**src/hdl/pac_pkg.sv**
```systemverilog
// Shared types and constants for the polygon area and y extremes block.
package pac_pkg;

    localparam int COORD_BITS = 24;
    localparam int TERM_BITS = COORD_BITS + 1;
    localparam int PROD_BITS = 2 * TERM_BITS;
    localparam int SUM_BITS = 62;
    localparam int AREA_BITS = 61;
    localparam int COUNT_BITS = 11;
    localparam int INDEX_BITS = 10;

    localparam logic [COUNT_BITS-1:0] MAX_POINTS = 11'd1024;
    localparam logic [COUNT_BITS-1:0] MIN_AREA_POINTS = 11'd3;

    localparam int MID_DEPTH = 4;
    localparam int MID_PTR_BITS = $clog2(MID_DEPTH);
    localparam int OUT_DEPTH = 4;
    localparam int OUT_PTR_BITS = $clog2(OUT_DEPTH);

    typedef struct packed {
        logic [COUNT_BITS-1:0]        vertex_count;
        logic [INDEX_BITS-1:0]        min_y_index;
        logic signed [COORD_BITS-1:0] min_y_value;
        logic [INDEX_BITS-1:0]        max_y_index;
        logic signed [COORD_BITS-1:0] max_y_value;
        logic                         count_overflow;
    } summary_t;

    typedef struct packed {
        logic signed [TERM_BITS-1:0] dx_step;
        logic signed [TERM_BITS-1:0] sy_step;
        logic signed [TERM_BITS-1:0] dx_close;
        logic signed [TERM_BITS-1:0] sy_close;
        logic                        close;
        logic                        zero_area;
        summary_t                    meta;
    } term_job_t;

    typedef struct packed {
        logic [AREA_BITS-1:0] double_area;
        summary_t             meta;
    } result_t;

endpackage

```
**src/hdl/pac_mid_fifo.sv**
```systemverilog
// Short queue of term jobs between the front end and the arithmetic back end.
module pac_mid_fifo (
    input  logic               clk,
    input  logic               rst_n,
    input  logic               push,
    input  pac_pkg::term_job_t din,
    output logic               full,
    input  logic               pop,
    output pac_pkg::term_job_t dout,
    output logic               empty
);

    pac_pkg::term_job_t                mem_reg [pac_pkg::MID_DEPTH];
    logic [pac_pkg::MID_PTR_BITS-1:0]  wr_ptr_reg;
    logic [pac_pkg::MID_PTR_BITS-1:0]  rd_ptr_reg;
    logic [pac_pkg::MID_PTR_BITS:0]    count_reg;
    logic                              do_push;
    logic                              do_pop;

    assign full = count_reg == (pac_pkg::MID_PTR_BITS+1)'(pac_pkg::MID_DEPTH);
    assign empty = count_reg == '0;
    assign do_push = push && !full;
    assign do_pop = pop && !empty;
    assign dout = mem_reg[rd_ptr_reg];

    always_ff @(posedge clk)
    begin
        if (do_push)
        begin
            mem_reg[wr_ptr_reg] <= din;
        end
    end

    always_ff @(posedge clk or negedge rst_n)
    begin
        if (!rst_n)
        begin
            wr_ptr_reg <= '0;
            rd_ptr_reg <= '0;
            count_reg <= '0;
        end
        else
        begin
            if (do_push)
            begin
                wr_ptr_reg <= wr_ptr_reg + 1'b1;
            end
            if (do_pop)
            begin
                rd_ptr_reg <= rd_ptr_reg + 1'b1;
            end
            if (do_push && !do_pop)
            begin
                count_reg <= count_reg + 1'b1;
            end
            else if (do_pop && !do_push)
            begin
                count_reg <= count_reg - 1'b1;
            end
        end
    end

endmodule

```
**config.mk**
```make
export PLATFORM = sky130hd
export DESIGN_NAME = pac_mid_fifo
export DESIGN_NICKNAME = d
export VERILOG_FILES = /design/src/hdl/pac_pkg.sv /design/src/hdl/pac_mid_fifo.sv
export SDC_FILE = /design/constraint.sdc
export NUM_CORES = 1
export LEC_CHECK = 0
export BUFFER_PORTS_ARGS = -buffer_cell sky130_fd_sc_hd__buf_4
export CORE_MARGIN = 4
export CORE_UTILIZATION = 60
export CTS_CLUSTER_DIAMETER = 120
export DETAILED_ROUTE_END_ITERATION = 16
export MAX_ROUTING_LAYER = met4
export PLACE_DENSITY = 0.93
export SETUP_SLACK_MARGIN = 0.05
export SYNTH_ARGS = -nofsm -noshare
export SYNTH_HDL_FRONTEND = slang
export SYNTH_SLANG_ARGS = --single-unit
```
**constraint.sdc**
```tcl
create_clock -name clk -period 11.2 [get_ports clk]
set_input_delay 1.12 -clock clk [delete_from_list [all_inputs] [get_ports clk]]
set_output_delay 1.12 -clock clk [all_outputs]
set_load 0.005 [all_outputs]
```
======== After elaboration in Yosys (flattened, before gate mapping) ========
Memories as Yosys holds them, arrays and structs flattened.
Index checks and enable logic that the tools add are counted.
operators by class
  reductions and logical operators ........ 10
  muxes and demuxes ....................... 4
  add/sub/neg operators ................... 4
  eq/ne operators ......................... 1
operators by type and width
  operator                                                             count
  3-bit 2-to-1 mux                                                     2
  2-bit by 1-bit adder with 2-bit output (second input constant)       2
  1-bit logical AND                                                    4
  1-bit zero test                                                      4
  3-bit by 1-bit adder with 3-bit output (second input constant)       1
  3-bit equality test (second input constant)                          1
  3-bit zero test                                                      1
  3-bit by 1-bit subtractor with 3-bit output (second input constant)  1
  1-bit 2-to-1 mux                                                     2
  2-bit nonzero test                                                   1
storage, ports and cells
  memories ................................ 1
  output and inout port bits .............. 184
  register bits after elaboration ......... 7
  RAM bits ................................ 728
memory list
  memory   words  width  rd ports  clocked after Yosys merged registers in  wr ports  RTL line            source
  mem_reg  4      182    1         0                                        1         pac_mid_fifo.sv:13  pac_pkg::term_job_t mem_reg [pac_pkg::MID_DEPTH];

======== Depth between registers and ports, before layout ========
  depth after elaboration ................. 7
  mapped depth ............................ 9

======== Worst setup path before layout ========
No wires, ideal clock.
  path kind ............................... in2reg
  start ................................... in push
  end ..................................... mem mem_reg[0][0] (netlist bit), enable pin
  setup time .............................. 0.564 ns
  arrival ................................. 5.551 ns
  path slack .............................. 5.084 ns
  stages on the path ...................... 3
  path through ............................ nor2b_1 -> buf_2 -> and2_1
on the way
  cells in the longest elaborated chain, start to end .. 3
RTL lines
  item                                    RTL line            source
  start, declared                         pac_mid_fifo.sv:5   input logic push,
  1-bit logical AND                       pac_mid_fifo.sv:22  assign do_push = push && !full;
  via do_push                             pac_mid_fifo.sv:17  logic do_push;
  1-bit 2-to-1 mux                        pac_mid_fifo.sv:28  if (do_push)
  1-bit 2-to-1 mux (implied by the code)  pac_mid_fifo.sv:30  mem_reg[wr_ptr_reg] <= din;
  end, declared                           pac_mid_fifo.sv:13
The timed path passes the listed nets, and every way through them passes these cells.

==> run_summary.xml <==
<?xml version="1.0" encoding="UTF-8"?>
<metrics>
  <group name="outcome">
    <metric name="outcome" unit="">completed</metric>
  </group>
  <group name="clock_network">
    <metric name="cts_root_buf" unit="">sky130_fd_sc_hd__clkbuf_16</metric>
    <metric name="cts_made_buffers" unit="">70</metric>
    <metric name="cts-htree-levels" unit="">3</metric>
    <metric name="cts_hold_buffers" unit="">0</metric>
    <metric name="ctsLongestPathBuffers" unit="">3</metric>
    <metric name="clkSlewWorstSetupHoldPaths" unit="ns">0.06</metric>
    <metric name="post_cts_setup_repair_bufs" unit="">0</metric>
    <metric name="cts_tree" unit="">built</metric>
    <metric name="insertion_delay" unit="ns">0.60</metric>
    <metric name="cts_num_sinks" unit="">735</metric>
    <metric name="post_cts_resized" unit="">0</metric>
  </group>
  <group name="setup_path">
    <metric name="critical_path.max_fanout" unit="">50</metric>
    <metric name="r2r-start" unit="">count_reg[2]$_DFFE_PN0P_</metric>
    <metric name="worst_r2r_endpoint" unit="">mem_reg[1][68]$_DFFE_PP_</metric>
    <metric name="crit_path_end_kind" unit="">output pin</metric>
    <metric name="timing.critical_path.from" unit="">rd_ptr_reg[0]$_DFFE_PN0P_</metric>
    <metric name="register_to_register_setup_slack" unit="ns">7.84</metric>
    <metric name="worst-setup-path-type" unit="">reg -&gt; out</metric>
    <metric name="worst_ep_required_time" unit="ns">10.08</metric>
    <metric name="worst-r2r-cell-count" unit="">4</metric>
    <metric name="setup.worst_path.start_class" unit="">register</metric>
    <metric name="critPathArrivalTime" unit="ns">4.14</metric>
  </group>
  <group name="global_routing">
    <metric name="number_of_global_route_vias_before_repair" unit="">13307</metric>
    <metric name="gr-total-overflow" unit="">0</metric>
    <metric name="grt_use_total" unit="%">26.0</metric>
    <metric name="grt_antenna_before_repair" unit="">3</metric>
    <metric name="wire_length_of_the_first_global_routing_pass" unit="um">87600</metric>
    <metric name="grt_max_degree" unit="">75</metric>
  </group>
  <group name="worst_hold_path">
    <metric name="holdCritPathClass" unit="">in -&gt; async</metric>
  </group>
  <group name="floorplanning">
    <metric name="die_footprint" unit="sq mm">0.0479</metric>
    <metric name="row_count" unit="">77</metric>
    <metric name="ios" unit="">370</metric>
    <metric name="chipWidth" unit="um">219</metric>
    <metric name="die-height" unit="um">219</metric>
    <metric name="floorplan.initialDensity" unit="%">60.5</metric>
    <metric name="design.core.area" unit="sq mm">0.0441</metric>
  </group>
  <group name="synth">
    <metric name="synth_seq_area_share" unit="%">82.5</metric>
    <metric name="synth.yosys.warnings" unit="">0</metric>
    <metric name="synth.net_count" unit="">1179</metric>
    <metric name="synth-seq-cells" unit="">735</metric>
    <metric name="avgSynthCellArea" unit="sq um">27.0</metric>
    <metric name="synth.distinct_cells" unit="">20</metric>
    <metric name="syn-instance-count" unit="">987</metric>
    <metric name="syn-cell-area" unit="sq mm">0.0267</metric>
  </group>
  <group name="timing">
    <metric name="slew_worst_pin" unit="ns">1.10</metric>
    <metric name="timing.final.setup_violations" unit="">0</metric>
    <metric name="final_min_period_over_clock_period" unit="%">46.9</metric>
    <metric name="setup_tns" unit="ns">0</metric>
    <metric name="period_minus_slack" unit="ns">5.26</metric>
    <metric name="final-hold-violation-count" unit="">0</metric>
    <metric name="finalMaxSlewViolations" unit="">0</metric>
    <metric name="rsz0062_at_grt" unit="">no</metric>
    <metric name="timing.clock.skew" unit="ns">0.0214</metric>
    <metric name="slew_headroom" unit="%">26.7</metric>
    <metric name="fmax" unit="MHz">190</metric>
  </group>
  <group name="power_and_ir_drop">
    <metric name="power_density" unit="mW/mm^2">268</metric>
    <metric name="leakagePower" unit="nW">10.9</metric>
    <metric name="power.ir.vdd_worst" unit="uV">184</metric>
    <metric name="power.total" unit="mW">8.60</metric>
  </group>
  <group name="layout">
    <metric name="syn_to_final_growth" unit="%">20.5</metric>
    <metric name="multi_input_area" unit="sq mm">0.00432</metric>
    <metric name="ff_latch_area" unit="sq mm">0.0220</metric>
    <metric name="flip_flop_count_of_the_largest_register_after_layout" unit="">728</metric>
    <metric name="final_layout_size_suffix_gt1_share" unit="%">46.0</metric>
    <metric name="final_net_count" unit="">1591</metric>
    <metric name="nFillCells" unit="">2312</metric>
  </group>
  <group name="place">
    <metric name="place.detailed.hpwl" unit="um">34600</metric>
    <metric name="final_estimated_routing_congestion_in_global_placement" unit="">0.828</metric>
    <metric name="buffer_ports.inserted" unit="">369</metric>
  </group>
  <group name="routing">
    <metric name="drc" unit="">0</metric>
    <metric name="drtIter0Drc" unit="">1350</metric>
    <metric name="wire_per_inst" unit="um">29.2</metric>
    <metric name="postRouteAntennaNets" unit="">0</metric>
    <metric name="post_drt_via_cell_ratio" unit="">6.04</metric>
    <metric name="vias" unit="">12362</metric>
    <metric name="route.final.wire_length" unit="um">59800</metric>
    <metric name="dr.pass1.iters" unit="">5</metric>
  </group>
  <group name="run">
    <metric name="maxCapViolations" unit="">0</metric>
  </group>
</metrics>
==> worst max-delay path, cell delays in order, from the launching register on <==
cell	delay, ns
sky130_fd_sc_hd__dfrtp_4	1.02
sky130_fd_sc_hd__buf_4	0.78
sky130_fd_sc_hd__buf_4	0.85
sky130_fd_sc_hd__mux4_2	0.64
sky130_fd_sc_hd__buf_4	0.16
==> metal layers <==
metal,up-vias,GRT usage [%],wire (um)
met1,6393,31.6,20700
met5,-,-,0
li1,5110,-,-
met4,0,8.81,1890
met2,739,41.8,31000
met3,120,8.79,6220
==> cell type report <==
cell class / instances / share of cell area, %
repair buffers: 382 / 8.92
clock buffers: 91 / 5.96
multi-input cells: 206 / 13.4
clock inverters: 35 / 0.747
flip-flops and latches: 735 / 68.6
well taps: 592 / 2.30
inverters: 4 / 0.0467
diodes: 3 / 0.0233
==> cells by family after synthesis <==
kind of cell  Yosys count  share of synthesized area [%]
buf+inv                46                           1.29
fa+ha+maj               6                          0.309
mux                   184                           15.4
simple gates           10                          0.216
xor+xnor                6                          0.197
flops                 735                           82.5
==> layout by cell type (no fill, tap or decap), drive strengths merged <==
cell type and count:
buf 382, clkinv 29, nor2 1, inv 6
xnor2 4, bufinv 2, diode 3, nor2b 1
dfrtp 7, nand3 1, edfxtp 728, ha 5
fa 1, nor3b 1, clkinvlp 2, clkbuf 91
and2 4, nand2 1, or3 1, xor2 2
mux4 182, mux2 2
==> how the worst max path moves through the flow <==
stage | to | slack (ns) | depth (start not counted)
floorplan | mem_reg[0][0]$_DFFE_PP_ | 5.08 | 3
global placement | dout[64] | 6.47 | 4
detailed placement | dout[63] | 6.43 | 4
CTS | dout[78] | 5.74 | 4
global route | dout[78] | 5.43 | 4
finish | dout[78] | 5.94 | 4
==> per-stage QoR <==
step           cells  util, %  setup slack [ns]  hold WS [ns]  area (sq um)
6_report        2048     72.9              5.94         0.330         32200
5_1_grt         2048     72.9              5.43         0.299         32200
4_1_cts         2045     72.9              5.74         0.295         32100
3_5_place_dp    1919     68.0              6.43         0.487         30000
3_3_place_gp    1919     68.0              6.47         0.462         30000
2_1_floorplan    987        -              5.08         0.447         26700
==> Yosys cell counts <==
library cell	number	area (sq um)
sky130_fd_sc_hd__xnor2_1	4	35.0
sky130_fd_sc_hd__nor3b_1	1	7.51
sky130_fd_sc_hd__nor2_1	1	3.75
sky130_fd_sc_hd__mux2_2	2	22.5
sky130_fd_sc_hd__ha_1	5	62.6
sky130_fd_sc_hd__xor2_1	2	17.5
sky130_fd_sc_hd__nand3_1	1	5.00
sky130_fd_sc_hd__or3_1	1	6.26
sky130_fd_sc_hd__nand2_1	1	3.75
sky130_fd_sc_hd__mux4_2	182	4100
sky130_fd_sc_hd__dfrtp_1	7	175
sky130_fd_sc_hd__and2_1	4	25.0
sky130_fd_sc_hd__buf_2	20	100
sky130_fd_sc_hd__nor2b_1	1	6.26
sky130_fd_sc_hd__edfxtp_1	728	21900
sky130_fd_sc_hd__clkbuf_1	3	11.3
sky130_fd_sc_hd__inv_1	4	15.0
sky130_fd_sc_hd__buf_8	1	15.0
sky130_fd_sc_hd__buf_6	18	203
sky130_fd_sc_hd__fa_1	1	20.0
==> where the power goes <==
group          internal (mW)  total, mW  switching [mW]
clock network           1.26       2.23           0.974
registers               3.65       3.88           0.235
logic                   1.29       2.49            1.20
No activity file was read; power rests on OpenSTA's default activity.
