<file path="config.mk">
export PLATFORM = sky130hd
export DESIGN_NAME = pac_back
export DESIGN_NICKNAME = d
export VERILOG_FILES = /design/src/hdl/pac_pkg.sv /design/src/hdl/pac_back.sv
export SDC_FILE = /design/constraint.sdc
export NUM_CORES = 2
export LEC_CHECK = 0
export BUFFER_PORTS_ARGS = -buffer_cell sky130_fd_sc_hd__buf_2
export CAP_MARGIN = 25
export CORE_MARGIN = 8
export CORE_UTILIZATION = 39
export CTS_CLUSTER_SIZE = 24
export DETAILED_ROUTE_END_ITERATION = 10
export PLACE_DENSITY = 0.55
export REMOVE_ABC_BUFFERS = 1
export SKIP_LAST_GASP = 1
export SYNTH_ARGS = -nofsm -noshare
export SYNTH_HDL_FRONTEND = slang
export SYNTH_SLANG_ARGS = --single-unit
</file>
<file path="constraint.sdc">
create_clock -name clk -period 13.8 [get_ports clk]
set_input_delay 0.69 -clock clk [delete_from_list [all_inputs] [get_ports clk]]
set_output_delay 0.69 -clock clk [all_outputs]
set_load 0.005 [all_outputs]
</file>
<file path="src/hdl/pac_pkg.sv">
// Shared types and constants for the polygon area and y extremes block.
package pac_pkg;

    localparam int COORD_BITS = 24;
    localparam int TERM_BITS = COORD_BITS + 1;
    localparam int PROD_BITS = 2 * TERM_BITS;
    localparam int SUM_BITS = 62;
    localparam int AREA_BITS = 61;
    localparam int COUNT_BITS = 11;
    localparam int INDEX_BITS = 10;

    localparam logic [COUNT_BITS-1:0] MAX_POINTS = 11'd1024;
    localparam logic [COUNT_BITS-1:0] MIN_AREA_POINTS = 11'd3;

    localparam int MID_DEPTH = 4;
    localparam int MID_PTR_BITS = $clog2(MID_DEPTH);
    localparam int OUT_DEPTH = 4;
    localparam int OUT_PTR_BITS = $clog2(OUT_DEPTH);

    typedef struct packed {
        logic [COUNT_BITS-1:0]        vertex_count;
        logic [INDEX_BITS-1:0]        min_y_index;
        logic signed [COORD_BITS-1:0] min_y_value;
        logic [INDEX_BITS-1:0]        max_y_index;
        logic signed [COORD_BITS-1:0] max_y_value;
        logic                         count_overflow;
    } summary_t;

    typedef struct packed {
        logic signed [TERM_BITS-1:0] dx_step;
        logic signed [TERM_BITS-1:0] sy_step;
        logic signed [TERM_BITS-1:0] dx_close;
        logic signed [TERM_BITS-1:0] sy_close;
        logic                        close;
        logic                        zero_area;
        summary_t                    meta;
    } term_job_t;

    typedef struct packed {
        logic [AREA_BITS-1:0] double_area;
        summary_t             meta;
    } result_t;

endpackage

</file>
<file path="src/hdl/pac_back.sv">
// Back end: multiplies term jobs, accumulates the shoelace sum and queues results.
module pac_back (
    input  logic                                  clk,
    input  logic                                  rst_n,
    input  pac_pkg::term_job_t                    job,
    input  logic                                  job_empty,
    output logic                                  job_pop,
    output logic                                  empty,
    input  logic                                  pop,
    output pac_pkg::result_t                      result
);

    localparam int EXT_BITS = pac_pkg::SUM_BITS - pac_pkg::PROD_BITS;
    localparam int CNT_BITS = pac_pkg::OUT_PTR_BITS + 2;

    logic signed [pac_pkg::PROD_BITS-1:0] prod_step;
    logic signed [pac_pkg::PROD_BITS-1:0] prod_close;
    logic signed [pac_pkg::PROD_BITS-1:0] pa_reg;
    logic signed [pac_pkg::PROD_BITS-1:0] pb_reg;
    logic                                 m_valid_reg;
    logic                                 m_close_reg;
    logic                                 m_zero_reg;
    pac_pkg::summary_t                    m_meta_reg;

    logic [pac_pkg::SUM_BITS-1:0]         acc_reg, acc_next;
    logic [pac_pkg::SUM_BITS-1:0]         sum;
    logic [pac_pkg::SUM_BITS-1:0]         close_ext;
    logic [pac_pkg::SUM_BITS-1:0]         a_sum_reg;
    logic                                 a_valid_reg;
    logic                                 a_zero_reg;
    pac_pkg::summary_t                    a_meta_reg;
    logic [pac_pkg::SUM_BITS-1:0]         magnitude;
    pac_pkg::result_t                     out_din;

    pac_pkg::result_t                     out_mem_reg [pac_pkg::OUT_DEPTH];
    logic [pac_pkg::OUT_PTR_BITS-1:0]     out_wr_ptr_reg;
    logic [pac_pkg::OUT_PTR_BITS-1:0]     out_rd_ptr_reg;
    logic [pac_pkg::OUT_PTR_BITS:0]       out_count_reg;
    logic [CNT_BITS-1:0]                  committed;
    logic                                 out_pop;

    // A closing job only enters once a result slot is reserved for it.
    assign committed = CNT_BITS'(out_count_reg) + CNT_BITS'(m_valid_reg && m_close_reg)
                     + CNT_BITS'(a_valid_reg);
    assign job_pop = !job_empty
                  && (!job.close || committed < CNT_BITS'(pac_pkg::OUT_DEPTH));

    assign prod_step = job.dx_step * job.sy_step;
    assign prod_close = job.dx_close * job.sy_close;

    always_ff @(posedge clk)
    begin
        if (job_pop)
        begin
            pa_reg <= prod_step;
            pb_reg <= prod_close;
            m_close_reg <= job.close;
            m_zero_reg <= job.zero_area;
            m_meta_reg <= job.meta;
        end
    end

    always_comb
    begin
        close_ext = m_close_reg ? {{EXT_BITS{pb_reg[pac_pkg::PROD_BITS-1]}}, pb_reg} : '0;
        sum = acc_reg + {{EXT_BITS{pa_reg[pac_pkg::PROD_BITS-1]}}, pa_reg} + close_ext;
        acc_next = acc_reg;
        if (m_valid_reg)
        begin
            acc_next = m_close_reg ? '0 : sum;
        end
    end

    always_ff @(posedge clk)
    begin
        if (m_valid_reg && m_close_reg)
        begin
            a_sum_reg <= sum;
            a_zero_reg <= m_zero_reg;
            a_meta_reg <= m_meta_reg;
        end
    end

    always_ff @(posedge clk or negedge rst_n)
    begin
        if (!rst_n)
        begin
            m_valid_reg <= 1'b0;
            a_valid_reg <= 1'b0;
            acc_reg <= '0;
        end
        else
        begin
            m_valid_reg <= job_pop;
            a_valid_reg <= m_valid_reg && m_close_reg;
            acc_reg <= acc_next;
        end
    end

    assign magnitude = a_sum_reg[pac_pkg::SUM_BITS-1] ? (~a_sum_reg + 1'b1) : a_sum_reg;
    assign out_din.double_area = a_zero_reg ? '0 : magnitude[pac_pkg::AREA_BITS-1:0];
    assign out_din.meta = a_meta_reg;

    assign empty = out_count_reg == '0;
    assign out_pop = pop && !empty;
    assign result = out_mem_reg[out_rd_ptr_reg];

    always_ff @(posedge clk)
    begin
        if (a_valid_reg)
        begin
            out_mem_reg[out_wr_ptr_reg] <= out_din;
        end
    end

    always_ff @(posedge clk or negedge rst_n)
    begin
        if (!rst_n)
        begin
            out_wr_ptr_reg <= '0;
            out_rd_ptr_reg <= '0;
            out_count_reg <= '0;
        end
        else
        begin
            if (a_valid_reg)
            begin
                out_wr_ptr_reg <= out_wr_ptr_reg + 1'b1;
            end
            if (out_pop)
            begin
                out_rd_ptr_reg <= out_rd_ptr_reg + 1'b1;
            end
            if (a_valid_reg && !out_pop)
            begin
                out_count_reg <= out_count_reg + 1'b1;
            end
            else if (out_pop && !a_valid_reg)
            begin
                out_count_reg <= out_count_reg - 1'b1;
            end
        end
    end

endmodule

</file>
* Yosys cells after proc, flatten, opt, wreduce, memory -nomap -nowiden
Memory sizes are Yosys's and may differ from the RTL's.
Cells that the tools add are included.
** Cells by class
- $add $sub $neg :: 9
- Reductions and logical operators :: 13
- Bitwise gates (word level) :: 1
- $lt $le $gt $ge :: 1
- Multiplexer cells :: 8
- Multiply operators :: 2
** Operator list (number)
- 62-bit adder :: 2
- 62-bit 2-to-1 mux :: 2
- 61-bit 2-to-1 mux :: 2
- 25-bit by 25-bit multiplier with 50-bit output :: 2
- 61-bit by 1-bit adder with 61-bit output (second input constant) :: 1
- 61-bit NOT :: 1
- 3-bit 2-to-1 mux :: 2
- 1-bit logical AND :: 5
- 1-bit zero test :: 5
- 2-bit by 1-bit adder with 2-bit output (second input constant) :: 2
- 3-bit by 1-bit adder with 4-bit output :: 1
- 4-bit by 1-bit adder with 4-bit output :: 1
- 4-bit by 3-bit less-than comparator with 1-bit output (second input constant) :: 1
- 3-bit by 1-bit adder with 3-bit output (second input constant) :: 1
- 3-bit zero test :: 1
- 3-bit by 1-bit subtractor with 3-bit output (second input constant) :: 1
- 1-bit 2-to-1 mux :: 2
- 2-bit nonzero test :: 1
- 1-bit logical OR :: 1
** Storage, ports and cells
- Bits in writable memories :: 564
- Word-level logic and storage cells :: 59
- Memories kept :: 1
- Output and inout port bits :: 143
- Bits in registers :: 396
- Input bits :: 186
** Memories
- out_mem_reg :: depth 4, width 141, rd ports 1, clocked after Yosys merged registers in 0, wr ports 1, line pac_back.sv:35 : pac_pkg::result_t out_mem_reg [pac_pkg::OUT_DEPTH];

* Longest topological paths before layout
- Depth in word-level cells :: 6
- Depth in mapped cells :: 27
- Mapped depth without buffers :: 25

* Worst setup path after synthesis
Ideal clock, no wire load.
- Path type :: reg-to-reg
- Start :: register m_close_reg
- End :: register m_valid_reg
- Library setup time :: 1.051 ns
- Stages on the path, launching flop included :: 6
- Data required time :: 12.749 ns
- Data arrival time :: 11.723 ns
- Path slack :: 1.026 ns
- Cells stage by stage :: edfxtp_1 -> clkinv_1 -> nor2_1 -> a21o_1 -> a21o_1 -> a21oi_1
** Between the ends
- Word-level cells in the longest chain between the ends :: 6
** RTL lines
- start: declaration :: line pac_back.sv:21 : logic m_close_reg;
- start signal: assignment :: line pac_back.sv:57 : m_close_reg <= job.close;
- 1-bit logical AND :: line pac_back.sv:43 : assign committed = CNT_BITS'(out_count_reg) + CNT_BITS'(m_valid_reg && m_close_reg)
- 3-bit by 1-bit adder with 4-bit output :: line pac_back.sv:43
- 4-bit by 1-bit adder with 4-bit output :: line pac_back.sv:44 : + CNT_BITS'(a_valid_reg);
- 4-bit by 3-bit less-than comparator with 1-bit output :: line pac_back.sv:46 : && (!job.close || committed < CNT_BITS'(pac_pkg::OUT_DEPTH));
- 1-bit logical OR :: line pac_back.sv:46
- 1-bit logical AND :: line pac_back.sv:46
- named net job_pop :: line pac_back.sv:7 : output logic job_pop,
- end signal: assignment :: line pac_back.sv:94 : m_valid_reg <= job_pop;
- end: declaration :: line pac_back.sv:20 : logic m_valid_reg;
The timed path passes the listed nets, and every way through them passes these cells.
A chain may end at the register's enable or synchronous reset.

* Worst setup path after layout
- Start :: input job[106] in the netlist's numbering
- End :: register pb_reg[42] in the netlist's numbering (data pin)
** Between the ends
- Word-level cells in the longest chain between the ends :: 1
** RTL lines
- start: declaration :: line pac_back.sv:5 : input pac_pkg::term_job_t job,
- 25-bit by 25-bit multiplier with 50-bit output :: line pac_back.sv:49 : assign prod_close = job.dx_close * job.sy_close;
- named net prod_close (one bit) :: line pac_back.sv:17 : logic signed [pac_pkg::PROD_BITS-1:0] prod_close;
- end signal: assignment :: line pac_back.sv:56 : pb_reg <= prod_close;
- end: declaration :: line pac_back.sv:19 : logic signed [pac_pkg::PROD_BITS-1:0] pb_reg;
The timed path passes the listed nets, and every way through them passes these cells.

==> impl_metrics.toml <==
[logic_synthesis]
yosys_warnings = 0
yosysSeqAreaShare_pct = 33.3
synthDistinctLibCells = 81
synth-edff-count = 889
synth_top_area_cell = "fa_1"
syn_area_per_cell_sq_um = 11.9
yosys-top-cells-count = "1379 x fa_1, 1340 x inv_1, 889 x edfxtp_1, 716 x nand2_1, 662 x and2_1"
synth_cells = 7194
async_reset_ff_share_pct = 7.40
yosys_register_bits = 960
synth_most_common_cell = "fa_1"
synth_top_area_share_pct = 32.3
synth.area.top_cells = "fa_1 32%, edfxtp_1 31%, inv_1 5.9%"
synthFlopType = "edfxtp_1"
syn-cell-area_sq_um = 85400

[cells_and_area]
largest_reg_flops = 564
fin_util_pct = 42.7
syn_to_final_growth_pct = 9.20
fin_nets = 9251
drive_gt1_share_pct = 9.32

[clock_network]
h-tree-depth = 3
clock-sinks = 960
clk_latency_ns = 0.71
clock_path_buffers = 3
cts_buffers = 100
tritoncts = "yes"
root_buffer = "clkbuf_16"
post_cts_buffers = 0
path_clk_slew_ns = 0.06

[sta]
finalCritPeriodShare_pct = 57.2
hold_violations = 0
hold_ws_ns = 0.150
fmax_ghz = 0.127
setup_viol = 0
relSlewSlack_pct = 31.2
worstMarginPinSlew_ns = 1.03
tns_ns = 0
fin_skew_ns = 0.0396
layout_min_cycle_time_ns = 7.90
worst_slack_ns = 5.90
rsz0062_at_grt = "no"
finalMaxSlewViolations = 0

[setup_path]
cp_common_cell = "fa_1"
crit_type = "in2reg"
cp_max_fo = 19
critPathLaunch = "job[106]"
worstSetupStartpointType = "input pin"
arrival_ns = 8.28
r2r_end = "a_sum_reg[39]$_DFFE_PP_"
setup.worst_path.end_class = "flop"
ff2ff_path_depth = 13
cpPeakStageDelay_ns = 0.72
required_ns = 14.18
r2r-start = "m_close_reg$_DFFE_PP_"
crit_chain = "buf_2 > clkinv_1 > nor2_1 > fa_1 > fa_1 > fa_1 > fa_1 > fa_1 > fa_1 > inv_1 > fa_1 > inv_1 > ha_1 > nand3_1 > or3_1 > nor4_1 > o211ai_1 > a31o_2 > o21ai_0 > o311ai_0"
cpMaxStageDelayCell = "clkinv_1"
rrSetupSlack_ns = 8.16

[placement]
io_buffers = 328
dp_hpwl_mm = 166
dpl_worst_slack_ns = 5.27
place_congestion = 0.859

[detailed_routing]
wl_met2_mm = 108
vias = 53133
routed-wl-met3_mm = 11.9
dr.pass1.iters = 5
viasPerCell = 5.16
top_layer_used = "met5"
wl_met1_mm = 95.8
drtIter0Drc = 3447
drc = 0
wl_per_cell_microns = 21.6
routed_wl_mm = 222
ant_nets = 0

[die]
die-width_microns = 484
pin_count = 329
row_count = 172
die_h_microns = 484
start_util_pct = 39.1
die-area_sq_um = 234000
core_sq_um = 219000

[worst_hold_path]
min_from = "job[0]"
hold_path_depth = 1
min_to = "m_meta_reg[0]$_DFFE_PP_"
hold_class = "in2reg"

[outcome]
status = "finished, final reports clean"

[global_routing]
antenna_found_initial = 19
grt_pass1_vias = 57662
grt_max_degree = 145
grt-ovfl-total = 0
grtUsageTotal_pct = 18.9
grt_first_pass_wirelength_mm = 347

[flow_run]
cap_violations = 0
-- metrics by stage --
step | instance area [sq um] | cells
after global placement | 89700 | 10102
after floorplan | 84200 | 6877
after CTS | 93200 | 10292
final | 93300 | 10306
after detailed placement | 89700 | 10103
after global routing | 93300 | 10294
-- area by class of cell --
class | count | area [sq um]
multi-input combinational | 4573 | 50700
timing repair buffer | 358 | 1940
clock buffer | 139 | 2760
tap | 2871 | 3590
fill | 20532 | 125000
antenna | 12 | 30.0
clock inverter | 49 | 706
inverter | 1344 | 5040
sequential | 960 | 28500
-- cells by family (layout without fill, tap and decap cells) --
group / after synthesis / in the layout / share of synthesized area [%]
buffers and inverters: 1661 / 1890 / 7.31
DFF: 960 / 960 / 33.3
and+or+nand+nor: 1808 / 1808 / 10.6
adders and majority gates: 1728 / 1728 / 37.4
other: 0 / 12 / 0
xor gates and xnor gates: 225 / 225 / 2.31
muxes: 145 / 145 / 3.77
AOI/OAI and AO/OA: 667 / 667 / 5.26
-- worst max-delay path by stage --
stage                             to  cells after the start  slack, ns
5_1_grt         pb_reg[42]$_DFFE_PP_                     20       5.64
2_1_floorplan  m_valid_reg$_DFF_PN0_                      5      -0.83
4_1_cts         pb_reg[42]$_DFFE_PP_                     20       6.04
6_report        pb_reg[42]$_DFFE_PP_                     20       5.90
3_5_place_dp    pb_reg[42]$_DFFE_PP_                     20       5.27
3_3_place_gp    pb_reg[42]$_DFFE_PP_                     20       5.41
-- critical path: cells and delay by family --
family / cells / cell delay, ns
adder cells (fa/ha/maj): 8 / 3.79
AND/OR/NAND/NOR: 4 / 1.52
buffers and inverters: 4 / 1.12
AO/OA/AOI/OAI: 4 / 1.11
-- per-layer routing --
metal	track usage, %	vias up
met5	0	-
met4	5.12	18
met3	2.51	301
met2	32.0	1482
met1	25.8	28052
li1	-	23280
-- cells in the final DEF (no fill, tap or decap), drive strengths merged, types with 10 or more instances in the layout --
master  instances
a211oi         22
a21o          113
a21oi         165
a221oi         10
a22o           50
a31oi          26
and2          662
and3           22
buf           357
bufinv         11
clkbuf        139
clkinv         29
dfrtp          71
diode          12
edfxtp        889
fa           1379
ha            349
inv          1349
mux4          141
nand2         716
nand2b         26
nand3          38
nand4          26
nor2          203
nor2b          27
nor3           19
nor4           12
o211ai         13
o21a           15
o21ai         111
o21bai         30
o31ai          30
o41ai          10
or3            18
or4            14
xnor2         121
xor2          104
-- what timing repair did --
action	in CTS	in global routing
hold buffers	1	0
endpoints found under the hold margin	8	0
gates resized for setup	0	0
Power is not shown: default switching activity piles up to over one toggle a cycle in this logic, so the estimate is an artifact.
