$ cat config.mk
export PLATFORM = sky130hd
export DESIGN_NAME = pac_front
export DESIGN_NICKNAME = d
export VERILOG_FILES = /design/src/hdl/pac_pkg.sv /design/src/hdl/pac_front.sv
export SDC_FILE = /design/constraint.sdc
export NUM_CORES = 1
export LEC_CHECK = 0
export ABC_CLOCK_PERIOD_IN_PS = 5600
export BUFFER_PORTS_ARGS = -buffer_cell sky130_fd_sc_hd__buf_2
export CAP_MARGIN = 25
export CORE_ASPECT_RATIO = 1.2
export CORE_MARGIN = 5
export CORE_UTILIZATION = 60
export CTS_BUF_LIST = sky130_fd_sc_hd__clkbuf_8
export CTS_CLUSTER_SIZE = 28
export DETAILED_ROUTE_END_ITERATION = 6
export PLACE_DENSITY_LB_ADDON = 0.12
export SLEW_MARGIN = 20
export SYNTH_ARGS = -nofsm -noshare
export SYNTH_HDL_FRONTEND = slang
export SYNTH_SLANG_ARGS = --single-unit
$ cat constraint.sdc
create_clock -name clk -period 5.6 [get_ports clk]
set_input_delay 0.28 -clock clk [delete_from_list [all_inputs] [get_ports clk]]
set_output_delay 0.28 -clock clk [all_outputs]
set_load 0.02 [all_outputs]
$ cat src/hdl/pac_pkg.sv
// Shared types and constants for the polygon area and y extremes block.
package pac_pkg;

    localparam int COORD_BITS = 24;
    localparam int TERM_BITS = COORD_BITS + 1;
    localparam int PROD_BITS = 2 * TERM_BITS;
    localparam int SUM_BITS = 62;
    localparam int AREA_BITS = 61;
    localparam int COUNT_BITS = 11;
    localparam int INDEX_BITS = 10;

    localparam logic [COUNT_BITS-1:0] MAX_POINTS = 11'd1024;
    localparam logic [COUNT_BITS-1:0] MIN_AREA_POINTS = 11'd3;

    localparam int MID_DEPTH = 4;
    localparam int MID_PTR_BITS = $clog2(MID_DEPTH);
    localparam int OUT_DEPTH = 4;
    localparam int OUT_PTR_BITS = $clog2(OUT_DEPTH);

    typedef struct packed {
        logic [COUNT_BITS-1:0]        vertex_count;
        logic [INDEX_BITS-1:0]        min_y_index;
        logic signed [COORD_BITS-1:0] min_y_value;
        logic [INDEX_BITS-1:0]        max_y_index;
        logic signed [COORD_BITS-1:0] max_y_value;
        logic                         count_overflow;
    } summary_t;

    typedef struct packed {
        logic signed [TERM_BITS-1:0] dx_step;
        logic signed [TERM_BITS-1:0] sy_step;
        logic signed [TERM_BITS-1:0] dx_close;
        logic signed [TERM_BITS-1:0] sy_close;
        logic                        close;
        logic                        zero_area;
        summary_t                    meta;
    } term_job_t;

    typedef struct packed {
        logic [AREA_BITS-1:0] double_area;
        summary_t             meta;
    } result_t;

endpackage

$ cat src/hdl/pac_front.sv
// Front end: accepts vertices, tracks extremes and count, and issues shoelace term jobs.
module pac_front (
    input  logic                                  clk,
    input  logic                                  rst_n,
    input  logic                                  push,
    output logic                                  full,
    input  logic signed [pac_pkg::COORD_BITS-1:0] x_coord,
    input  logic signed [pac_pkg::COORD_BITS-1:0] y_coord,
    input  logic                                  last_vertex,
    output logic                                  job_push,
    output pac_pkg::term_job_t                    job,
    input  logic                                  job_full
);

    logic signed [pac_pkg::COORD_BITS-1:0] first_x_reg, first_x_next;
    logic signed [pac_pkg::COORD_BITS-1:0] first_y_reg, first_y_next;
    logic signed [pac_pkg::COORD_BITS-1:0] prev_x_reg, prev_x_next;
    logic signed [pac_pkg::COORD_BITS-1:0] prev_y_reg, prev_y_next;
    logic signed [pac_pkg::COORD_BITS-1:0] low_y_reg, low_y_next;
    logic signed [pac_pkg::COORD_BITS-1:0] high_y_reg, high_y_next;
    logic [pac_pkg::INDEX_BITS-1:0]        low_index_reg, low_index_next;
    logic [pac_pkg::INDEX_BITS-1:0]        high_index_reg, high_index_next;
    logic [pac_pkg::COUNT_BITS-1:0]        seen_count_reg, seen_count_next;
    logic                                  overflowed_reg, overflowed_next;
    logic                                  accept;

    assign full = job_full;
    assign accept = push && !job_full;
    assign job_push = accept;

    always_comb
    begin
        first_x_next = first_x_reg;
        first_y_next = first_y_reg;
        prev_x_next = prev_x_reg;
        prev_y_next = prev_y_reg;
        low_y_next = low_y_reg;
        high_y_next = high_y_reg;
        low_index_next = low_index_reg;
        high_index_next = high_index_reg;
        seen_count_next = seen_count_reg;
        overflowed_next = overflowed_reg;
        job.dx_step = '0;
        job.sy_step = '0;

        if (seen_count_reg >= pac_pkg::MAX_POINTS)
        begin
            overflowed_next = 1'b1;
        end
        else if (seen_count_reg == '0)
        begin
            first_x_next = x_coord;
            first_y_next = y_coord;
            prev_x_next = x_coord;
            prev_y_next = y_coord;
            low_y_next = y_coord;
            high_y_next = y_coord;
            low_index_next = '0;
            high_index_next = '0;
            seen_count_next = pac_pkg::COUNT_BITS'(1);
        end
        else
        begin
            job.dx_step = {prev_x_reg[pac_pkg::COORD_BITS-1], prev_x_reg}
                        - {x_coord[pac_pkg::COORD_BITS-1], x_coord};
            job.sy_step = {prev_y_reg[pac_pkg::COORD_BITS-1], prev_y_reg}
                        + {y_coord[pac_pkg::COORD_BITS-1], y_coord};
            if (y_coord < low_y_reg)
            begin
                low_y_next = y_coord;
                low_index_next = seen_count_reg[pac_pkg::INDEX_BITS-1:0];
            end
            if (y_coord > high_y_reg)
            begin
                high_y_next = y_coord;
                high_index_next = seen_count_reg[pac_pkg::INDEX_BITS-1:0];
            end
            prev_x_next = x_coord;
            prev_y_next = y_coord;
            seen_count_next = seen_count_reg + 1'b1;
        end

        job.dx_close = {prev_x_next[pac_pkg::COORD_BITS-1], prev_x_next}
                     - {first_x_next[pac_pkg::COORD_BITS-1], first_x_next};
        job.sy_close = {prev_y_next[pac_pkg::COORD_BITS-1], prev_y_next}
                     + {first_y_next[pac_pkg::COORD_BITS-1], first_y_next};
        job.close = last_vertex;
        job.zero_area = seen_count_next < pac_pkg::MIN_AREA_POINTS;
        job.meta.vertex_count = seen_count_next;
        job.meta.min_y_index = low_index_next;
        job.meta.min_y_value = low_y_next;
        job.meta.max_y_index = high_index_next;
        job.meta.max_y_value = high_y_next;
        job.meta.count_overflow = overflowed_next;
    end

    always_ff @(posedge clk or negedge rst_n)
    begin
        if (!rst_n)
        begin
            first_x_reg <= '0;
            first_y_reg <= '0;
            prev_x_reg <= '0;
            prev_y_reg <= '0;
            low_y_reg <= '0;
            high_y_reg <= '0;
            low_index_reg <= '0;
            high_index_reg <= '0;
            seen_count_reg <= '0;
            overflowed_reg <= 1'b0;
        end
        else if (accept && last_vertex)
        begin
            first_x_reg <= '0;
            first_y_reg <= '0;
            prev_x_reg <= '0;
            prev_y_reg <= '0;
            low_y_reg <= '0;
            high_y_reg <= '0;
            low_index_reg <= '0;
            high_index_reg <= '0;
            seen_count_reg <= '0;
            overflowed_reg <= 1'b0;
        end
        else if (accept)
        begin
            first_x_reg <= first_x_next;
            first_y_reg <= first_y_next;
            prev_x_reg <= prev_x_next;
            prev_y_reg <= prev_y_next;
            low_y_reg <= low_y_next;
            high_y_reg <= high_y_next;
            low_index_reg <= low_index_next;
            high_index_reg <= high_index_next;
            seen_count_reg <= seen_count_next;
            overflowed_reg <= overflowed_next;
        end
    end

endmodule

* After elaboration in Yosys (flattened, before gate mapping) *
Index checks and enable logic that the tools add are counted.

word-level totals
  register bits after elaboration = 176
  input port bits = 53
  output and inout bits = 184
  word-level logic and storage cells = 67

cells by class
  $add $sub $neg = 5
  $lt $le $gt $ge = 4
  mux-type cells = 43
  reductions and logical operators = 5

operators with widths
  kind                   count
  $mux 24                24
  $mux 10                10
  $mux 50                2
  $add 24x24->25         2
  $sub 24x24->25         2
  $mux 11                4
  $gt 24x24->1           1
  $lt 24x24->1           1
  $add 11x1->11 const B  1
  $ge 11x11->1 const B   1
  $logic_not 11->1       1
  $lt 11x2->1 const B    1
  $mux 1                 3
  $logic_and 1x1->1      2
  $reduce_bool 2->1      1
  $logic_not 1->1        1

* Longest topological paths before layout *
Gate-level depths: netlist of the first run.

  depth after elaboration = 6
  depth in mapped cells = 19
  mapped depth without buffers = 17

* Worst setup path before layout of the first run *
OpenSTA, ideal clock, no wires.

  path type = reg2out
  start point = reg seen_count_reg[0] (netlist bit)
  end point = out job[131] (netlist bit)
  arrival = 4.362 ns
  required time = 5.320 ns
  path slack = 0.958 ns
  stages on the path, launching flop included = 20
  path buffers = 3
  cell sequence = dfrtp_1 > clkbuf_1 > inv_1 > ha_1 > nor4b_1 > and4_1 > buf_1 > clkbuf_1 > nand2_1 > nand2_1 > ha_1 > fa_1 > nand2b_1 > a21oi_1 > o211ai_1 > a21oi_1 > o2111ai_1 > and2_1 > o21ai_0 > o41ai_1

RTL lines
  item                    RTL line          text
  start, declared         pac_front.sv:23   logic [pac_pkg::COUNT_BITS-1:0] seen_count_reg, seen_count_next;
  start signal, assigned  pac_front.sv:135  seen_count_reg <= seen_count_next;
  end, declared           pac_front.sv:11   output pac_pkg::term_job_t job,

==> results of run 1 <==
[per-stage QoR]
stage                     setup WS (ns)  std cells  hold slack [ns]  power, W  instance area, sq um
after CTS                         0.121       2196            0.118   0.00619                 16300
final                             0.382       2197            0.145   0.00620                 16300
after global routing             0.0260       2197            0.134   0.00660                 16300
after global placement            0.683       2163            0.459   0.00517                 15800
after floorplan                   0.958       1680          -0.0156   0.00412                 14400
after detailed placement          0.587       2163            0.458   0.00523                 15800
[Yosys cell counts (4+ instances only)]
| cell type | count | area [sq um] |
|---|---|---|
| or4_1 | 4 | 30.0 |
| nand2_1 | 185 | 694 |
| nor2_1 | 105 | 394 |
| dfrtp_1 | 176 | 4400 |
| or3_1 | 7 | 43.8 |
| and4_1 | 4 | 35.0 |
| xor2_1 | 25 | 219 |
| nor3_1 | 17 | 85.1 |
| and3_1 | 18 | 113 |
| o31a_1 | 4 | 35.0 |
| o211ai_1 | 14 | 105 |
| mux2_2 | 46 | 518 |
| o21bai_1 | 9 | 67.6 |
| o21a_1 | 22 | 165 |
| nand2b_1 | 20 | 125 |
| nand4_1 | 14 | 87.6 |
| nor3b_1 | 5 | 37.5 |
| nor4_1 | 4 | 25.0 |
| and2_1 | 11 | 68.8 |
| a21boi_0 | 7 | 52.6 |
| nand3_1 | 19 | 95.1 |
| fa_1 | 4 | 80.1 |
| a21o_1 | 49 | 368 |
| a211oi_1 | 14 | 105 |
| ha_1 | 145 | 1810 |
| a22o_1 | 116 | 1020 |
| buf_2 | 9 | 45.0 |
| a31oi_1 | 10 | 62.6 |
| xnor2_1 | 46 | 403 |
| a32o_1 | 43 | 430 |
| clkbuf_1 | 70 | 263 |
| inv_1 | 113 | 424 |
| nor2b_1 | 19 | 119 |
| buf_1 | 7 | 26.3 |
| o31ai_1 | 9 | 67.6 |
| or2_2 | 8 | 50.1 |
| mux2i_1 | 6 | 60.1 |
| o21ai_0 | 131 | 656 |
| a21oi_1 | 111 | 556 |
[cell families after synthesis]
family,Yosys count,share of synthesized area (%)
AOI/OAI and AO/OA,575,27.8
adders and majority gates,149,13.1
DFF,176,30.5
muxes,53,4.08
buffers and inverters,205,5.59
and+or+nand+nor,451,14.6
xor gates and xnor gates,71,4.31
[what timing repair did]
action,4_1_cts,5_1_grt
hold endpoints to repair,96,0
setup endpoints to repair,1,9
hold buffers,1,0
resized for setup,1,5
cloned,0,0
[how the worst min path moves through the flow]
| stage | cells past startpoint | startpoint | endpoint | slack [ns] |
|---|---|---|---|---|
| finish | 2 | y_coord[0] | low_y_reg[0] | 0.14 |
| global route | 2 | y_coord[0] | low_y_reg[0] | 0.13 |
| global placement | 1 | rst_n | first_y_reg[17] | 0.46 |
| floorplan | 0 | rst_n | first_x_reg[0] | -0.02 |
| detailed placement | 1 | rst_n | first_y_reg[17] | 0.46 |
| CTS | 2 | y_coord[0] | low_y_reg[0] | 0.12 |
[metal layers]
| layer | global-route usage, % | up-vias | wire length [microns] |
|---|---|---|---|
| met5 | 0 | - | 31 |
| met4 | 14.7 | 6 | 2040 |
| met3 | 5.01 | 115 | 3070 |
| met2 | 52.8 | 522 | 20800 |
| met1 | 39.1 | 6603 | 17200 |
| li1 | - | 6497 | - |
[cell usage in the layout, fill, tap and decap left out, types with 6 or more instances in the layout]
master / n
a21boi_0: 7
xnor2_1: 46
a211oi_1: 14
ha_1: 145
nand3_1: 19
buf_2: 235
or2_2: 8
buf_4: 17
o21ai_0: 131
mux2_2: 46
clkbuf_8: 21
o211ai_1: 14
or3_1: 7
a21o_1: 49
nand2_1: 185
o21bai_1: 9
a21oi_1: 110
xor2_1: 25
a22o_1: 116
nor2_1: 103
and3_1: 18
nor2b_1: 19
and2_1: 12
mux2i_1: 6
a31oi_1: 10
o21a_1: 22
a32o_1: 43
nand4_1: 14
o31ai_1: 8
nand2b_1: 18
dfrtp_1: 175
nor3_1: 17
inv_1: 114
[critical path: cells and delay by family, from the launching register on]
kind	cells	cell delay (ns)
AO/OA/AOI/OAI	7	1.56
AND/OR/NAND/NOR	5	0.92
buffers and inverters	5	0.91
adder cells (fa/ha/maj)	3	0.61
flip-flops	1	0.49
[cell type report]
type	count	area, sq um
Clock inverter	11	130
Multi-Input combinational cell	1299	9300
Sequential cell	176	4410
Timing Repair Buffer	256	1370
Clock buffer	21	289
Tap cell	320	400
Fill cell	2073	7490
Inverter	114	428
[report_power, final]
| part | leakage, nW | internal, W | total (W) | switching, W |
|---|---|---|---|---|
| registers | 2.35 | 0.00145 | 0.00158 | 0.000130 |
| clock network | 0.212 | 0.000449 | 0.000949 | 0.000501 |
| logic | 5.60 | 0.00133 | 0.00367 | 0.00234 |
| total | 8.17 | 0.00322 | 0.00620 | 0.00297 |
==> metrics.sh, run 1 <==
BOUNDARYPINS=237
CLKTRANSATPATHREGS_NS=0.10
CTS_BUFFERS=17
NETLIST_AREA_SQ_UM=14400
TIMING.CRITICAL_PATH.TO_TYPE='output port'
FINAL_LAYOUT_SIZE_SUFFIX_GT1_SHARE_PCT=19.2
R2R_SETUP_SLACK_NS=1.83
POST_DR_WIRELENGTH_CELL_MICRONS=19.6
CLK_PATH_BUF_DEPTH=2
SYNTH-ASYNC-RESET-RATIO_PCT=100
SYNTH.FF_LATCH_COUNT=176
TIMING.HOLD.WORST.CLASS='primary input to register'
WORSTPATHREQUIRED_NS=5.32
DRT.ANTENNA.VIOLATING_NETS=0
MAXSLEWVIOLCOUNT=0
FINAL_NET_COUNT=2066
FLOORPLAN.CORE_AREA_SQ_UM=23800
POST-ROUTE-PERIOD-UTIL_PCT=93.2
GRT_START_MAX_NET_PINS=99
R2R_END='high_y_reg[20]'
GPL.FINAL_WEIGHTED_CONGESTION=0.936
GRT_FIRST_PASS_WIRELENGTH_MICRONS=68900
SYNTHESIS.INSTANCES=1680
ROUTED_WIRELENGTH_MICRONS=43200
ANTENNA_CELLS=0
CLK_LATENCY_NS=0.48
WORST-ENDPOINT-ARRIVAL_NS=4.94
DETAILEDPLACEMENTHPWL_MICRONS=31400
DETAIL_ROUTE.VIAS_PER_CELL=6.26
MOST_FREQUENT_CELL_ON_CRITICAL_PATH='o21ai_0'
CRITPATHMAXSTAGEDELAY_NS=0.49
SYNTH.YOSYS.WARNINGS=0
START_UTIL_PCT=60.6
DRV_CAP=0
RELATIVE_SLEW_MARGINS_PCT=29.7
NUMBER_OF_GLOBAL_ROUTE_VIAS_BEFORE_REPAIR=13500
TIMING.REG2REG.WORST_PATH_DEPTH=11
SETUP_REPAIR_AFTER_GLOBAL_ROUTING_MISSED_ITS_MARGIN='false'
TIMING.RR.START='high_y_reg[23]'
SETUP_TOTAL_NEGATIVE_SLACK_NS=0
DETAILROUTE.VIA_COUNT=13700
ROOT_DRIVER='clkbuf_8'
PLACEMENT.IO_BUFFERS=236
CRITICAL_PATH.SLOWEST_CELL='dfrtp_1'
CTS_TREE='built'
WORST_SETUP_PATH_ENDPOINT='job[106]'
GR-USAGE-ALL-LAYERS_PCT=31.4
CRIT_PATH_CLASS='register to output port'
REPORT.FINAL.HOLD_VIOL_COUNT=0
MAPPEDNETLISTNETS=1882
SETUP_VIOLATIONS=0
POWER.LEAKAGE_nW=8.17
SYNTH_SEQ_AREA_SHARE_PCT=30.5
FP-ROW-COUNT=62
AREA_GROWTH_SYN_TO_LAYOUT_PCT=13.0
SYNTH_AREA_PER_CELL_SQ_UM=8.60
WORST_SLEW_PIN_SLEW_NS=1.05
SYNTH_CELL_TYPES=73
DRC=0
WORST_CASE_VDD_IR_DROP_mV=0.271
DETAILEDROUTE.FIRSTITERATIONVIOLATIONS=932
PWR_DENSITY_CELL_nW_PER_UM2=380
FINALCOREUTILIZATION_PCT=68.6
GRT-OVFL-TOTAL=0
YS.FLOP_TYPE='dfrtp_1'
FMAX_MHz=192
CTS.HTREE.LEVELS=4
CHIPHEIGHT_MICRONS=180
CRIT_CHAIN='inv_1, ha_1, nor4b_2, nand4_1, buf_4, buf_4, nand2_1, o21ai_0, ha_1, inv_1, fa_1, nor2b_1, o31a_1, o31ai_2, a21oi_1, or2_2, a21oi_1, o21ai_0, o21ai_0, buf_2'
DIE_WIDTH_MICRONS=152
PATH_MAX_FANOUT=25
CRITPATHLAUNCH='seen_count_reg[1]'
START_KIND='register'
SYNTH_EDF_COUNT=0
GRT_ANTENNA_BEFORE_REPAIR=3
WORST_CLOCK_SKEW_NS=0.0206
RUN_STATUS='finished clean'
CTS_POST_SETUP_BUFFERS_INSERTED=0
MIN_PERIOD_NS=5.22
AREA_OF_THE_DIE_SQ_UM=27300
DRTPASS1ITERATIONS=5
CTS.SINK_COUNT=176
Power figures use the tool's default switching activity.
==> run 2, diff against run 1 <==
- ABC_CLOCK_PERIOD_IN_PS: 5600 -> 4400
- CORE_UTILIZATION: 60 -> 54
- clock period: 5.6 -> 4.4 ns (I/O delays scaled with it)
==> run 2 against run 1 <==
Compared with the run above: the flow now finishes with violations (setup timing); via count increased by 0.73%; sequential power increased by 27%; first-iteration DRC count increased by 12%; clock-buffer cell count decreased by 2; final area increased by 6.6%; largest cell class unchanged.
==> metrics.sh, run 2 (synthesis gave the netlist of run 1 again) <==
WORST_CASE_VDD_IR_DROP_mV=0.289
ROUTED_WIRELENGTH_MICRONS=45400
RELATIVE_SLEW_MARGINS_PCT=38.8
DRV_CAP=0
CLK_PATH_BUF_DEPTH=2
CRITICAL_PATH_BUF_INV_COUNT=5
NUMBER_OF_GLOBAL_ROUTE_VIAS_BEFORE_REPAIR=13600
HOLD-WORST-SLACK_NS=0.0863
GRT_ANTENNA_BEFORE_REPAIR=2
DRT.ANTENNA.VIOLATING_NETS=0
POST_DR_WIRELENGTH_CELL_MICRONS=20.1
PATH_MAX_FANOUT=8
WORST-ENDPOINT-ARRIVAL_NS=4.24
HIGHEST_COUNT_CELLS_IN_THE_LAYOUT_IGNORING_FILL_AND_TAPS='buf_2, nand2_1, dfrtp_1, ha_1'
FP-ROW-COUNT=65
GPL.FINAL_WEIGHTED_CONGESTION=0.937
P_SW_W=0.00400
DETAILEDPLACEMENTHPWL_MICRONS=32300
P_CLK_SHARE_PCT=13.2
WORSTPATHREQUIRED_NS=4.18
CRITICAL_PATH.SLOWEST_CELL='dfrtp_1'
AREA_GROWTH_SYN_TO_LAYOUT_PCT=20.5
PLACEMENT.IO_BUFFERS=236
FINAL_NET_COUNT=2116
CELL_FAMILY_CONTRIBUTING_THE_MOST_DELAY_ON_THE_CRITICAL_PATH='compound AO/OA/AOI/OAI gates'
WORST_SLEW_PIN_SLEW_NS=0.915
CTS_TREE='built'
MAXSLEWVIOLCOUNT=0
CRIT_CHAIN='inv_2, ha_4, nor4b_4, nand4_1, buf_6, buf_12, a21oi_1, ha_1, o21a_1, o31a_1, o31a_1, a221o_1, a2111oi_2, buf_4, o31ai_4, o21ai_1, xnor2_1, buf_4'
DRTPASS1ITERATIONS=5
ROOT_DRIVER='clkbuf_8'
AREA_OF_THE_DIE_SQ_UM=30100
DIE_WIDTH_MICRONS=159
DETAILROUTE.VIA_COUNT=13800
FINAL_LAYOUT_SIZE_SUFFIX_GT1_SHARE_PCT=25.5
MIN_PERIOD_NS=4.46
SEQUENTIALPOWERSHARE_PCT=23.8
CLK_LATENCY_NS=0.47
VIOLATIONS='setup timing'
POWER.LEAKAGE_nW=8.52
PWR_DENSITY_CELL_nW_PER_UM2=483
START_UTIL_PCT=54.8
PLACED_CELLS=2200
FINAL_AREA_SQ_UM=17400
TIMING.HOLD.WORST.CLASS='primary input to register'
CRITPATHMAXSTAGEDELAY_NS=0.40
CLKTRANSATPATHREGS_NS=0.09
REPORT.FINAL.HOLD_VIOL_COUNT=0
DRC=0
CHIPHEIGHT_MICRONS=189
CTS_BUFFERS=17
DETAIL_ROUTE.VIAS_PER_CELL=6.12
POWER.SWITCHING_FRACTION_PCT=47.6
CTS.HTREE.LEVELS=4
START_KIND='register'
GRT-OVFL-TOTAL=0
FILLCELLCOUNT=2214
BOUNDARYPINS=237
ANTENNA_CELLS=0
WORST_CLOCK_SKEW_NS=0.0145
TIMING.CRITICAL_PATH.TO_TYPE='output port'
RUN_STATUS='finished with violations'
DETAILEDROUTE.FIRSTITERATIONVIOLATIONS=1045
SETUP_VIOLATIONS=2
INTERNAL-POWER_W=0.00440
FLOORPLAN.CORE_AREA_SQ_UM=26400
PLACED_CELL_AREA_SQ_UM=16100
SHARE_COMB_OF_TOTAL_POWER_PCT=63.0
POST-ROUTE-PERIOD-UTIL_PCT=101
GRT_FIRST_PASS_WIRELENGTH_MICRONS=70700
SETUP_SLACK_AFTER_PLACEMENT_NS=-0.0182
GR-USAGE-ALL-LAYERS_PCT=28.6
FINAL_CRITICAL_PATH_SETUP_SLACK_NS=-0.0584
LAYOUT_COMMONEST_CELL='buf_2'
FINAL_CELL_COUNT_NO_FILL=2262
CTS.SINK_COUNT=176
FMAX_MHz=224
CRIT_PATH_CLASS='register to output port'
SETUP_REPAIR_AFTER_GLOBAL_ROUTING_MISSED_ITS_MARGIN='true'
GRT_START_MAX_NET_PINS=103
[run 2: power groups by stage]
stage | clock network [W] | logic (W) | registers, W
floorplan | 0 | 0.00328 | 0.00198
global placement | 0 | 0.00468 | 0.00201
finish | 0.00111 | 0.00529 | 0.00200
detailed placement | 0 | 0.00475 | 0.00202
global route | 0.00119 | 0.00573 | 0.00203
CTS | 0.00113 | 0.00496 | 0.00199
[run 2: repair_timing]
action | CTS | global route
hold endpoints to repair | 74 | 0
buffers inserted | 10 | 18
cloned | 1 | 2
gates resized for setup | 46 | 99
hold buffers | 1 | 0
pin swaps | 13 | 42
endpoints found under the setup margin | 18 | 24
[run 2: area by class of cell]
cell class                      count  area (sq um)  share of cell area [%]
Clock inverter                     13           111                   0.640
Sequential cell                   176          4410                    25.3
Timing Repair Buffer              306          1890                    10.9
Tap cell                          335           419                    2.41
Multi-Input combinational cell   1299          9880                    56.8
Clock buffer                       19           262                    1.50
Inverter                          114           428                    2.46
[run 2: stage by stage]
| stage | power [W] | utilization, % | TNS, ns |
|---|---|---|---|
| after floorplan | 0.00526 | - | 0 |
| after global placement | 0.00669 | 61.1 | 0 |
| after detailed placement | 0.00677 | 61.1 | -0.0182 |
| after CTS | 0.00809 | 63.8 | -0.529 |
| after global routing | 0.00895 | 66.0 | -1.41 |
| final | 0.00840 | 66.0 | -0.0986 |
[run 2: per-layer routing]
| layer | global-route usage [%] | wire, microns |
|---|---|---|
| met2 | 49.9 | 22500 |
| met4 | 11.3 | 1680 |
| met3 | 4.92 | 2650 |
| met1 | 35.2 | 18500 |
| met5 | 0 | 34 |
[run 2: path summary, 6_finish.rpt]
kind                                   start               to  slack, ns  cells past startpoint
min                               y_coord[0]     low_y_reg[0]       0.09                      2
max in group asynchronous              rst_n    high_y_reg[8]       3.05                      3
min reg2reg                  first_x_reg[23]  first_x_reg[23]       0.50                      2
max reg2reg                    low_y_reg[23]     low_y_reg[6]       0.73                     10
max                        seen_count_reg[1]         job[130]      -0.06                     18
min in group asynchronous              rst_n   prev_y_reg[11]       0.31                      2
==> run 3, diff against run 2 <==
- CELL_PAD_IN_SITES_DETAIL_PLACEMENT: not set -> 1
- CELL_PAD_IN_SITES_GLOBAL_PLACEMENT: not set -> 2
- CORE_UTILIZATION: 54 -> 32
==> run 3 against run 2 <==
Compared with the run above: critical path type unchanged; wire length rose by 21%; hold slack gained 0.026 ns; die area rose by 64%; first-iteration DRC count decreased by 53%; the flow still finishes with violations (setup timing); non-clock buffer count rose by 41; critical path depth rose by 1; register-to-register slack gained 0.06 ns; via count grew 0.31%; highest routed layer is now met4; largest power group unchanged; critical endpoint is now job[128]; clock skew is essentially flat; clock-buffer cell count grew 2.
==> metrics.sh, run 3 (synthesis gave the netlist of run 1 again) <==
HOLD-WORST-SLACK_NS=0.112
PATH_MAX_FANOUT=7
BOUNDARYPINS=237
DETAILEDPLACEMENTHPWL_MICRONS=40600
FP-ROW-COUNT=85
POST_DR_WIRELENGTH_CELL_MICRONS=21.3
GRT_FIRST_PASS_WIRELENGTH_MICRONS=85300
MULTI_INPUT_GATE_AREA_SQ_UM=10000
HIGHEST_COUNT_CELLS_IN_THE_LAYOUT_IGNORING_FILL_AND_TAPS='buf_2, nand2_1, dfrtp_1, ha_1, o21ai_0'
WORST_SLEW_PIN_SLEW_NS=0.806
WORST_CASE_VDD_IR_DROP_mV=0.239
GRT_START_MAX_NET_PINS=99
RELATIVE_SLEW_MARGINS_PCT=46.3
SEQUENTIAL_CELL_AREA_SQ_UM=4410
DRT.ANTENNA.VIOLATING_NETS=0
GRT-OVFL-TOTAL=0
FINAL_LAYOUT_SIZE_SUFFIX_GT1_SHARE_PCT=28.2
SETUP_VIOLATIONS=14
CHIPHEIGHT_MICRONS=243
TIMING.CRITICAL_PATH.TO_TYPE='output port'
CLK_LATENCY_NS=0.51
SETUP_TOTAL_NEGATIVE_SLACK_NS=-1.38
POST-ROUTE-PERIOD-UTIL_PCT=104
MIN_PERIOD_NS=4.59
REPORT.FINAL.HOLD_VIOL_COUNT=0
PLACEMENT.IO_BUFFERS=236
CTS.SINK_COUNT=176
DRTPASS1ITERATIONS=4
FINAL_CRITICAL_PATH_SETUP_SLACK_NS=-0.194
CLK_PATH_BUF_DEPTH=2
WORST-ENDPOINT-ARRIVAL_NS=4.37
FINAL_NET_COUNT=2157
FMAX_MHz=218
CTS.HTREE.LEVELS=4
FILLCELLCOUNT=5290
VIOLATIONS='setup timing'
WORSTPATHREQUIRED_NS=4.18
PWR_DENSITY_CELL_nW_PER_UM2=485
DRC=0
DRV_CAP=0
DETAILEDROUTE.FIRSTITERATIONVIOLATIONS=489
TIMING.HOLD.WORST.CLASS='primary input to register'
POWER.TOTAL_W=0.00887
FLOORPLAN.CORE_AREA_SQ_UM=44800
RUN_STATUS='finished with violations'
NUMBER_OF_GLOBAL_ROUTE_VIAS_BEFORE_REPAIR=15000
POWER.LEAKAGE_nW=8.81
START_UTIL_PCT=32.3
DETAILROUTE.VIA_COUNT=13900
CLKTRANSATPATHREGS_NS=0.10
START_KIND='register'
GRT_ANTENNA_BEFORE_REPAIR=2
GR-USAGE-ALL-LAYERS_PCT=21.8
GPL.FINAL_WEIGHTED_CONGESTION=0.830
CTS_TREE='built'
AREA_GROWTH_SYN_TO_LAYOUT_PCT=26.6
AREA_OF_THE_DIE_SQ_UM=49500
DIE_WIDTH_MICRONS=204
ROOT_DRIVER='clkbuf_8'
CRIT_PATH_CLASS='register to output port'
SETUP_REPAIR_AFTER_GLOBAL_ROUTING_MISSED_ITS_MARGIN='true'
LAYOUT_COMMONEST_CELL='buf_2'
DETAIL_ROUTE.VIAS_PER_CELL=5.38
R2R_SETUP_SLACK_NS=0.79
CTS_BUFFERS=17
ROUTED_WIRELENGTH_MICRONS=55000
MAXSLEWVIOLCOUNT=0
WORST_CLOCK_SKEW_NS=0.0141
==> run 3: changes by cell type in the layout (fill, tap and decap cells not counted), sizes merged <==
cell      previous run  this run
bufinv               1         0
bufbuf               0         1
diode                0         2
inv                118       115
buf                303       345
clkinv               6         7
clkinvlp             2         3
==> run 3: cell type report <==
| class | instances | share of cell area (%) |
|---|---|---|
| multi-input combinational | 1299 | 54.9 |
| timing repair buffer | 347 | 12.4 |
| clock inverter | 11 | 0.445 |
| sequential | 176 | 24.1 |
| antenna | 2 | 0.0274 |
| clock buffer | 21 | 1.58 |
| inverter | 114 | 2.34 |
| tap | 609 | 4.17 |
==> run 3: power by group <==
part           switching (W)  internal [W]
combinational        0.00342       0.00232
clock               0.000676      0.000454
sequential          0.000165       0.00184
total                0.00426       0.00461
==> run 3: metal layers <==
layer	global-route usage, %	share of wire, %	vias to the layer above
met5	0	0	-
met4	6.82	2.5	0
met3	2.70	2.9	57
met2	40.1	52	209
met1	26.3	43	6962
li1	-	-	6658
==> run 3: critical path: stages, from the launching register on <==
cell,delay (ns)
dfrtp_1,0.41
inv_2,0.09
ha_4,0.12
nor4b_4,0.20
nand4_1,0.15
buf_6,0.16
buf_12,0.14
buf_12,0.14
a21oi_4,0.15
ha_4,0.22
o21a_1,0.19
o31a_1,0.12
o31a_1,0.30
a221o_1,0.38
a2111oi_4,0.31
buf_4,0.18
o31ai_4,0.09
nor2_2,0.17
xnor2_2,0.14
buf_4,0.17
==> run 3: stage by stage <==
stage                     cell area (sq um)  utilization, %  cells  worst slack (ns)
after floorplan                       14500               -   1680            0.0243
after global placement                16600            37.1   2500           -0.0720
after detailed placement              16600            37.1   2500            -0.174
after CTS                             17900            39.9   2563            -0.281
after global routing                  18300            40.8   2578            -0.385
final                                 18300            40.8   2579            -0.194
==> run 3: repair_timing <==
item,4_1_cts,5_1_grt
hold buffers,1,0
pin swaps,51,43
setup endpoints to repair,27,31
buffers inserted,31,17
gates resized for setup,144,64
cloned,2,0
endpoints found under the hold margin,33,0
==> run 3: path summary, 6_finish.rpt <==
path                              startpoint            endpoint  cells past startpoint
max reg2reg                   high_y_reg[23]       high_y_reg[2]                     11
max in group asynchronous              rst_n  seen_count_reg[10]                      3
min reg2reg                  first_x_reg[20]     first_x_reg[20]                      2
min                               y_coord[0]        low_y_reg[0]                      2
min in group asynchronous              rst_n      prev_y_reg[10]                      2
max                        seen_count_reg[0]            job[128]                     19
